$ cat src/design/tgt_pkg.sv
`default_nettype none
package tgt_pkg;

	localparam int NUM_MOTORS = 8;
	localparam int POS_W      = 32;

	// Motor table index width and the common working widths.
	localparam int MIDX_W = (NUM_MOTORS > 1) ? $clog2(NUM_MOTORS) : 1;
	localparam int MW     = (POS_W > 32) ? POS_W : 32;
	localparam int WW     = MW + 2;
	localparam int CNT_W  = $clog2(MW + 1);

	localparam logic signed [WW-1:0] POS_HI = WW'((longint'(1) << (POS_W - 1)) - 1);
	localparam logic signed [WW-1:0] POS_LO = -POS_HI - WW'(1);
	localparam logic signed [WW-1:0] ERR_HI = WW'(64'sd2147483647);
	localparam logic signed [WW-1:0] ERR_LO = -ERR_HI - WW'(1);

	typedef enum logic [1:0] {
		OP_TICK   = 2'd0,
		OP_TARGET = 2'd1,
		OP_RESYNC = 2'd2,
		OP_CLEAR  = 2'd3
	} op_t;

	typedef enum logic [1:0] {
		REG_ACCEL  = 2'd0,
		REG_SPDMAX = 2'd1,
		REG_ERRMAX = 2'd2
	} reg_idx_t;

	typedef enum logic [2:0] {
		ST_IDLE,
		ST_PREP,
		ST_MUL,
		ST_SPD,
		ST_POS,
		ST_ERR,
		ST_OUT
	} state_t;

	// Saturates a working value to the stored position width.
	function automatic logic signed [POS_W-1:0] sat_pos(input logic signed [WW-1:0] x);
		if (x > POS_HI) begin
			return POS_HI[POS_W-1:0];
		end else if (x < POS_LO) begin
			return POS_LO[POS_W-1:0];
		end else begin
			return x[POS_W-1:0];
		end
	endfunction

endpackage
`default_nettype wire

$ cat src/design/trapezoidal_ghost_trajectory.sv
`default_nettype none
// Trapezoidal ghost trajectory generator for up to eight motors, with a
// following-error check on every control tick.
// Items enter on the input channel (in_valid, in_stall) carrying op, motor,
// position and speed; each item yields exactly one result item on the output
// channel (out_valid, out_stall). The block works on one item at a time: in_stall
// is high from acceptance until the result item has been taken.
// For a set-target, resync or clear-fault item, or a tick for a motor out of
// range, the state goes from PREP straight to OUT, where out_valid rises. A
// tick item passes PREP, MUL, SPD, POS and ERR first; MUL waits on the two
// bit-serial multipliers that form 2*a*|d| and v*v for the braking test, one
// multiplier bit per cycle. With no stall, a new item is taken in the IDLE
// state that follows once the result has gone.
// When the receiver stalls, the result item is held in the output registers and
// no new item is taken until it has gone.
// Reset clears the motor tables, fault bits and configuration to their defaults
// and leaves the block idle and ready. Configuration writes (cfg_we, cfg_index,
// cfg_data) take effect at the clock edge and should be made while idle.
module trapezoidal_ghost_trajectory (
	input  wire logic               clk,
	input  wire logic               arst_n,
	input  wire logic               cfg_we,
	input  wire logic [1:0]         cfg_index,
	input  wire logic [30:0]        cfg_data,
	input  wire logic               in_valid,
	output logic                    in_stall,
	input  wire logic [1:0]         op,
	input  wire logic [2:0]         motor,
	input  wire logic signed [31:0] position,
	input  wire logic signed [31:0] speed,
	output logic                    out_valid,
	input  wire logic               out_stall,
	output logic [2:0]              motor_out,
	output logic signed [31:0]      ghost_position,
	output logic signed [31:0]      ghost_speed,
	output logic signed [31:0]      position_error,
	output logic                    over_limit,
	output logic                    any_fault
);

	localparam int NM = tgt_pkg::NUM_MOTORS;
	localparam int PW = tgt_pkg::POS_W;
	localparam int MW = tgt_pkg::MW;
	localparam int WW = tgt_pkg::WW;

	// Configuration registers.
	logic [30:0] accel_q;
	logic [30:0] smax_q;
	logic [30:0] emax_q;

	// Per-motor state.
	logic signed [PW-1:0] target_q [NM];
	logic signed [PW-1:0] gpos_q   [NM];
	logic signed [31:0]   gspd_q   [NM];
	logic [NM-1:0]        mfault_q;
	logic                 gfault_q;

	tgt_pkg::state_t state_q, state_d;

	// The item being worked on.
	tgt_pkg::op_t             op_q;
	logic [2:0]               motor_q;
	logic signed [31:0]       pos_q;
	logic signed [31:0]       spd_q;
	logic [tgt_pkg::MIDX_W-1:0] idx;
	logic                     in_range;

	// Tick working registers.
	logic                 dpos_q;
	logic                 far_q;
	logic signed [31:0]   v_q;
	logic signed [PW-1:0] gp_q;
	logic signed [31:0]   nv_q;
	logic signed [PW-1:0] gpn_q;

	// Result registers.
	logic signed [31:0] res_gp_q;
	logic signed [31:0] res_gs_q;
	logic signed [31:0] res_err_q;
	logic               res_over_q;
	logic               res_any_q;

	logic              mul_start;
	logic              done_a, done_b;
	logic [2*MW-1:0]   prod_a, prod_b;

	logic signed [PW-1:0] tgt_rd, gp_rd;
	logic signed [31:0]   v_rd;
	logic signed [WW-1:0] d_c, ad_c;
	logic signed [32:0]   vx_c, av_c;

	logic signed [33:0] vs_c, as_c, sm_c, up_c, dn_c, nvr_c, nvc_c;
	logic signed [WW-1:0] psum_c, e_c, e32_c;
	logic signed [32:0]   ae_c;
	logic                 over_c;

	assign idx      = tgt_pkg::MIDX_W'(motor_q);
	assign in_range = (32'(motor_q) < NM);

	assign tgt_rd = target_q[idx];
	assign gp_rd  = gpos_q[idx];
	assign v_rd   = gspd_q[idx];

	// Distance to target and speed magnitude feed the multipliers.
	assign d_c  = WW'(tgt_rd) - WW'(gp_rd);
	assign ad_c = (d_c < 0) ? -d_c : d_c;
	assign vx_c = 33'(v_rd);
	assign av_c = (vx_c < 0) ? -vx_c : vx_c;

	assign mul_start = (state_q == tgt_pkg::ST_PREP) && (op_q == tgt_pkg::OP_TICK) && in_range;

	tgt_smul u_mul_a (
		.clk     (clk),
		.arst_n  (arst_n),
		.start   (mul_start),
		.mcand   (MW'({accel_q, 1'b0})),
		.mplier  (MW'(ad_c[MW-1:0])),
		.done    (done_a),
		.product (prod_a)
	);

	tgt_smul u_mul_b (
		.clk     (clk),
		.arst_n  (arst_n),
		.start   (mul_start),
		.mcand   (MW'(av_c[31:0])),
		.mplier  (MW'(av_c[31:0])),
		.done    (done_b),
		.product (prod_b)
	);

	// New speed: accelerate toward the target while far, otherwise brake to zero; clamped to the speed limit.
	assign vs_c = 34'(v_q);
	assign as_c = $signed({3'b000, accel_q});
	assign sm_c = $signed({3'b000, smax_q});
	assign up_c = vs_c + as_c;
	assign dn_c = vs_c - as_c;

	always_comb begin
		if (dpos_q) begin
			nvr_c = far_q ? up_c : ((dn_c < 0) ? 34'sd0 : dn_c);
		end else begin
			nvr_c = far_q ? dn_c : ((up_c > 0) ? 34'sd0 : up_c);
		end
		if (nvr_c > sm_c) begin
			nvc_c = sm_c;
		end else if (nvr_c < -sm_c) begin
			nvc_c = -sm_c;
		end else begin
			nvc_c = nvr_c;
		end
	end

	assign psum_c = WW'(gp_q) + WW'(nv_q);

	// Following error, saturated to 32 bits.
	assign e_c    = WW'(gpn_q) - WW'(pos_q);
	assign e32_c  = (e_c > tgt_pkg::ERR_HI) ? tgt_pkg::ERR_HI :
	                (e_c < tgt_pkg::ERR_LO) ? tgt_pkg::ERR_LO : e_c;
	assign ae_c   = (e32_c < 0) ? -33'(e32_c) : 33'(e32_c);
	assign over_c = $unsigned(ae_c) > 33'(emax_q);

	always_ff @(posedge clk or negedge arst_n) begin
		if (!arst_n) begin
			state_q <= tgt_pkg::ST_IDLE;
		end else begin
			state_q <= state_d;
		end
	end

	always_comb begin
		state_d   = state_q;
		in_stall  = 1'b1;
		out_valid = 1'b0;
		unique case (state_q)
			tgt_pkg::ST_IDLE: begin
				in_stall = 1'b0;
				if (in_valid) begin
					state_d = tgt_pkg::ST_PREP;
				end
			end
			tgt_pkg::ST_PREP: begin
				state_d = mul_start ? tgt_pkg::ST_MUL : tgt_pkg::ST_OUT;
			end
			tgt_pkg::ST_MUL: begin
				if (done_a) begin
					state_d = tgt_pkg::ST_SPD;
				end
			end
			tgt_pkg::ST_SPD: state_d = tgt_pkg::ST_POS;
			tgt_pkg::ST_POS: state_d = tgt_pkg::ST_ERR;
			tgt_pkg::ST_ERR: state_d = tgt_pkg::ST_OUT;
			tgt_pkg::ST_OUT: begin
				out_valid = 1'b1;
				if (!out_stall) begin
					state_d = tgt_pkg::ST_IDLE;
				end
			end
			default: state_d = tgt_pkg::ST_IDLE;
		endcase
	end

	// Configuration, motor tables and fault flags.
	always_ff @(posedge clk or negedge arst_n) begin
		if (!arst_n) begin
			accel_q  <= 31'd655;
			smax_q   <= 31'd65536;
			emax_q   <= 31'd655360;
			mfault_q <= '0;
			gfault_q <= 1'b0;
			for (int i = 0; i < NM; i++) begin
				target_q[i] <= '0;
				gpos_q[i]   <= '0;
				gspd_q[i]   <= '0;
			end
		end else begin
			if (cfg_we) begin
				priority case (cfg_index)
					tgt_pkg::REG_ACCEL:  accel_q <= cfg_data;
					tgt_pkg::REG_SPDMAX: smax_q  <= cfg_data;
					tgt_pkg::REG_ERRMAX: emax_q  <= cfg_data;
					default: ;
				endcase
			end
			if (state_q == tgt_pkg::ST_PREP) begin
				if (op_q == tgt_pkg::OP_CLEAR) begin
					gfault_q <= 1'b0;
				end
				if (in_range && op_q == tgt_pkg::OP_TARGET) begin
					target_q[idx] <= tgt_pkg::sat_pos(WW'(pos_q));
				end
				if (in_range && op_q == tgt_pkg::OP_RESYNC) begin
					gpos_q[idx] <= tgt_pkg::sat_pos(WW'(pos_q));
					gspd_q[idx] <= spd_q;
				end
			end
			if (state_q == tgt_pkg::ST_SPD) begin
				gspd_q[idx] <= nvc_c[31:0];
			end
			if (state_q == tgt_pkg::ST_POS) begin
				gpos_q[idx] <= tgt_pkg::sat_pos(psum_c);
			end
			if (state_q == tgt_pkg::ST_ERR && over_c) begin
				mfault_q[idx] <= 1'b1;
				gfault_q      <= 1'b1;
			end
		end
	end

	// Item and working registers.
	always_ff @(posedge clk) begin
		if (state_q == tgt_pkg::ST_IDLE && in_valid) begin
			op_q    <= tgt_pkg::op_t'(op);
			motor_q <= motor;
			pos_q   <= position;
			spd_q   <= speed;
		end
		if (state_q == tgt_pkg::ST_PREP) begin
			dpos_q     <= (d_c > 0);
			v_q        <= v_rd;
			gp_q       <= gp_rd;
			res_err_q  <= '0;
			res_over_q <= 1'b0;
			res_any_q  <= (op_q == tgt_pkg::OP_CLEAR) ? 1'b0 : gfault_q;
			if (!in_range) begin
				res_gp_q <= '0;
				res_gs_q <= '0;
			end else if (op_q == tgt_pkg::OP_RESYNC) begin
				res_gp_q <= 32'(tgt_pkg::sat_pos(WW'(pos_q)));
				res_gs_q <= spd_q;
			end else begin
				res_gp_q <= 32'(gp_rd);
				res_gs_q <= v_rd;
			end
		end
		if (state_q == tgt_pkg::ST_MUL && done_a) begin
			far_q <= (prod_a > prod_b);
		end
		if (state_q == tgt_pkg::ST_SPD) begin
			nv_q     <= nvc_c[31:0];
			res_gs_q <= nvc_c[31:0];
		end
		if (state_q == tgt_pkg::ST_POS) begin
			gpn_q    <= tgt_pkg::sat_pos(psum_c);
			res_gp_q <= 32'(tgt_pkg::sat_pos(psum_c));
		end
		if (state_q == tgt_pkg::ST_ERR) begin
			res_err_q  <= e32_c[31:0];
			res_over_q <= over_c;
			res_any_q  <= gfault_q | over_c;
		end
	end

	assign motor_out      = motor_q;
	assign ghost_position = res_gp_q;
	assign ghost_speed    = res_gs_q;
	assign position_error = res_err_q;
	assign over_limit     = res_over_q;
	assign any_fault      = res_any_q;

	// The two multipliers run in lock step.
	assert property (@(posedge clk) disable iff (!arst_n) done_a == done_b)
		else $error("multipliers out of step");

	// A flagged tick always leaves the global fault set.
	assert property (@(posedge clk) disable iff (!arst_n) out_valid && over_limit |-> any_fault)
		else $error("over_limit without any_fault");

	// A tick's new speed never exceeds the speed limit.
	assert property (@(posedge clk) disable iff (!arst_n)
		state_q == tgt_pkg::ST_POS |-> (34'(nv_q) <= sm_c) && (34'(nv_q) >= -sm_c))
		else $error("speed outside limit");

	// No result is shown in the cycle after an item is taken.
	assert property (@(posedge clk) disable iff (!arst_n) in_valid && !in_stall |=> !out_valid)
		else $error("result shown too early");

	// Multiplier completion only happens while waiting for it.
	assert property (@(posedge clk) disable iff (!arst_n) done_a |-> state_q == tgt_pkg::ST_MUL)
		else $error("stray multiplier completion");

endmodule
`default_nettype wire

$ cat src/design/tgt_smul.sv
`default_nettype none
// Shift-and-add multiplier, one multiplier bit per cycle, LSB first.
module tgt_smul (
	input  wire logic                         clk,
	input  wire logic                         arst_n,
	input  wire logic                         start,
	input  wire logic [tgt_pkg::MW-1:0]       mcand,
	input  wire logic [tgt_pkg::MW-1:0]       mplier,
	output logic                              done,
	output logic [2*tgt_pkg::MW-1:0]          product
);

	logic [tgt_pkg::CNT_W-1:0] cnt_q;
	logic                      done_q;
	logic [tgt_pkg::MW-1:0]    hi_q;
	logic [tgt_pkg::MW-1:0]    lo_q;
	logic [tgt_pkg::MW-1:0]    mcand_q;
	logic [tgt_pkg::MW:0]      sum;

	assign sum = {1'b0, hi_q} + (lo_q[0] ? {1'b0, mcand_q} : '0);

	always_ff @(posedge clk or negedge arst_n) begin
		if (!arst_n) begin
			cnt_q  <= '0;
			done_q <= 1'b0;
		end else begin
			done_q <= 1'b0;
			if (start) begin
				cnt_q <= tgt_pkg::CNT_W'(tgt_pkg::MW);
			end else if (cnt_q != '0) begin
				cnt_q <= cnt_q - tgt_pkg::CNT_W'(1);
				if (cnt_q == tgt_pkg::CNT_W'(1)) begin
					done_q <= 1'b1;
				end
			end
		end
	end

	always_ff @(posedge clk) begin
		if (start) begin
			hi_q    <= '0;
			lo_q    <= mplier;
			mcand_q <= mcand;
		end else if (cnt_q != '0) begin
			hi_q <= sum[tgt_pkg::MW:1];
			lo_q <= {sum[0], lo_q[tgt_pkg::MW-1:1]};
		end
	end

	assign done    = done_q;
	assign product = {hi_q, lo_q};

endmodule
`default_nettype wire
$ cat config.mk
export PLATFORM = sky130hd
export DESIGN_NAME = trapezoidal_ghost_trajectory
export DESIGN_NICKNAME = d
export VERILOG_FILES = /design/src/design/tgt_pkg.sv /design/src/design/trapezoidal_ghost_trajectory.sv /design/src/design/tgt_smul.sv
export SDC_FILE = /design/constraint.sdc
export NUM_CORES = 2
export LEC_CHECK = 0
export ABC_AREA = 0
export BUFFER_PORTS_ARGS = -buffer_cell sky130_fd_sc_hd__buf_2
export CAP_MARGIN = 20
export CORE_ASPECT_RATIO = 1.1
export CORE_MARGIN = 3
export CORE_UTILIZATION = 58
export CTS_CLUSTER_SIZE = 16
export DETAILED_ROUTE_END_ITERATION = 6
export PLACE_DENSITY_LB_ADDON = 0.15
export SLEW_MARGIN = 20
export SYNTH_ARGS = -nofsm -noshare
export SYNTH_HDL_FRONTEND = slang
export SYNTH_SLANG_ARGS = --single-unit
$ cat constraint.sdc
create_clock -name clk -period 6.54 [get_ports clk]
set_input_delay 1.308 -clock clk [delete_from_list [all_inputs] [get_ports clk]]
set_output_delay 1.308 -clock clk [all_outputs]
set_load 0.1 [all_outputs]
==> results.json <==
{
  "cap_violations": 0,
  "endpoint": "ghost_speed[7]",
  "core.rowCount": 141,
  "slowest_stage": "or4_4",
  "clkLatencyLatePin_ns": 0.83,
  "syn2layout_area_growth_pct": 20.2,
  "cp-end-kind": "flip-flop",
  "min_period_over_period": 1.02,
  "p_leak_nw": 43.3,
  "clkTransAtPathRegs_ns": 0.06,
  "place_inst": 10747,
  "synth_common_cells": "nand2_1, dfrtp_1, a21oi_1, o21ai_0, nor2_1",
  "critPathMaxStageDelay_ns": 0.56,
  "finalSetupViolCount": 58,
  "final_cells": 11113,
  "crit_path_start_kind": "flip-flop",
  "cts_hold_buf": 0,
  "critPathMaxFanout": 8,
  "die_y_um": 394,
  "critPathArrivalTime_ns": 7.21,
  "antenna_left": 0,
  "yosysMostFrequentCell": "nand2_1",
  "r2r-end": "ghost_speed[7]",
  "synth_flop_cell": "dfrtp_1",
  "synth_top_area_cell": "dfrtp_1",
  "crit_family": "compound AO/OA/AOI/OAI gates",
  "slew_headroom": 0.159,
  "place_congestion": 1.06,
  "antenna_found_initial": 42,
  "grt_pass1_vias": 70810,
  "synth-edff-count": 424,
  "cts-root-buf": "clkbuf_16",
  "worstSetupPathType": "reg -> reg",
  "port_buffers": 209,
  "netlist_instances": 8464,
  "path_depth": 29,
  "top_regs": "gpos_q x256, gspd_q x256, target_q x256",
  "grt_pass1_wl_um": 465000,
  "period_minus_slack_ns": 6.65,
  "fin_hold_ws_ns": 0.477,
  "overflow": 0,
  "cts_tree": "built",
  "synth_warnings": 0,
  "synth_area_leaders": "dfrtp_1, edfxtp_1, ha_1",
  "via_count": 73981,
  "drive_gt1_frac": 0.210,
  "worstRegToRegCells": 29,
  "numCtsBuffers": 145,
  "dp_hpwl_um": 232000,
  "drc": 7,
  "viasPerCell": 6.66,
  "violations": "design-rule violations, negative setup slack",
  "path_buf_inv": 4,
  "syn-mean-instance-area_sq_um": 9.37,
  "synthesis.area_sq_um": 79300,
  "grt_max_degree": 152,
  "die_area_sq_um": 141000,
  "first_pass_iters": 7,
  "worstMarginPinSlew_ns": 1.26,
  "yosysSeqAreaShare": 0.454,
  "drt-total-wl_um": 325000,
  "h-tree-depth": 4,
  "ys_types": 116,
  "hold_viol": 0,
  "yosysTopAreaCellShare": 0.274,
  "power.total_mw": 54.4,
  "dp_slack_ns": -0.769,
  "synth_seq_cells": 1366,
  "outcome": "complete, but fails checks",
  "io_pins": 210,
  "fin_ws_ns": -0.111,
  "cts_buffer_depth": 3,
  "required_ns": 7.10,
  "slew_viol_final": 0,
  "reg2reg_slack_ns": -0.11,
  "timing.rr.start": "accel_q[0]",
  "skew_ns": 0.0525,
  "drt_iter0_drc": 9969,
  "clock-sinks": 1366,
  "clock.fmax_mhz": 150,
  "initial_core_util": 0.587,
  "core_area_sq_um": 135000,
  "die_x_um": 359,
  "ir_drop_v": 0.000518,
  "nets": 9683,
  "cp-startpoint": "accel_q[0]",
  "hp-class": "reg -> reg",
  "synth_fp_nets": 8965,
  "power_density_nw_per_um2": 570,
  "postSynth.asyncResetShare": 0.643,
  "track_usage": 0.447,
  "rsz0062_at_grt": "true",
  "avgRoutedWirePerCell_um": 29.2
}
## where the power goes
part           switching, mW  internal [mW]  leakage, nW  total (mW)
Combinational           19.3           11.7         25.3        31.0
Sequential              2.25           12.5         15.6        14.8
Clock                   3.74           4.86         2.38        8.60
Total                   25.3           29.1         43.3        54.4
## cell families after synthesis
| family | synth area share |
|---|---|
| AOI/OAI and AO/OA | 0.213 |
| xor gates and xnor gates | 0.0296 |
| adders and majority gates | 0.0641 |
| buffers and inverters | 0.0456 |
| DFF | 0.454 |
| muxes | 0.0501 |
| and+or+nand+nor | 0.145 |
## per-stage QoR
step / cell area (sq um) / TNS (ns) / utilization
CTS: 93500 / -0.276 / 0.692
global placement: 87700 / -143.67 / 0.649
finish: 95400 / -2.60 / 0.706
floorplan: 79500 / -0.0901 / -
global route: 95400 / -65.59 / 0.706
detailed placement: 87700 / -171.97 / 0.649
## worst reg2reg max path: cells and delay by family, from the launching register on
family | cells | cell delay, ns
AOI/OAI and AO/OA | 13 | 2.53
DFF | 1 | 0.55
xor gates and xnor gates | 1 | 0.19
adders and majority gates | 3 | 0.68
buffers and inverters | 4 | 0.69
and+or+nand+nor | 8 | 1.80
## routing by layer
layer / global-route usage / wire, um / share of wire
met3: 0.102 / 34600 / 0.11
met2: 0.668 / 142000 / 0.44
met5: 0 / 120 / 0.00037
met4: 0.359 / 31800 / 0.098
met1: 0.553 / 116000 / 0.36
## how the worst min path moves through the flow
stage,to,cells after the start,startpoint,slack [ns]
global placement,gspd_q[3],2,gspd_q[3],0.46
CTS,gspd_q[201],1,arst_n,0.48
global route,u_mul_b.hi_q[20],2,u_mul_b.hi_q[20],0.49
detailed placement,gspd_q[99],2,gspd_q[99],0.47
finish,u_mul_b.hi_q[11],2,u_mul_b.hi_q[11],0.48
floorplan,gspd_q[35],2,gspd_q[35],0.44
## cells in the final DEF, fill, tap and decap left out, types with 82 or more instances in the layout
cell | synthesis | routed
nor2_1 | 543 | 516
inv_1 | 383 | 364
nand2_1 | 993 | 949
a21oi_1 | 785 | 676
buf_2 | 30 | 208
nand3_1 | 116 | 109
o21ai_0 | 676 | 619
edfxtp_1 | 424 | 424
a22oi_1 | 283 | 281
mux2i_1 | 218 | 217
buf_4 | 4 | 804
xor2_1 | 83 | 82
clkbuf_16 | 0 | 151
a211oi_1 | 193 | 186
dfrtp_1 | 869 | 869
and3_1 | 210 | 201
and2_1 | 88 | 82
xnor2_1 | 185 | 181
a21o_1 | 149 | 148
nand4_1 | 111 | 111
a21oi_2 | 6 | 98
mux2_2 | 101 | 101
nor3_1 | 107 | 95
ha_1 | 387 | 373
## area by class of cell
cell class / instances / area, sq um
antenna: 23 / 57.6
multi-input combinational: 6154 / 41800
tap: 1787 / 2240
inverter: 391 / 1500
timing repair buffer: 1124 / 8880
clock buffer: 208 / 4040
fill: 10304 / 39700
clock inverter: 60 / 877
sequential: 1366 / 36000
## timing repair
action	4_1_cts	5_1_grt
pin swaps	57	90
setup buffers	40	36
endpoints found under the setup margin	323	323
resized for setup	104	386
gates cloned	3	4
(Power assumes the default switching activity.)
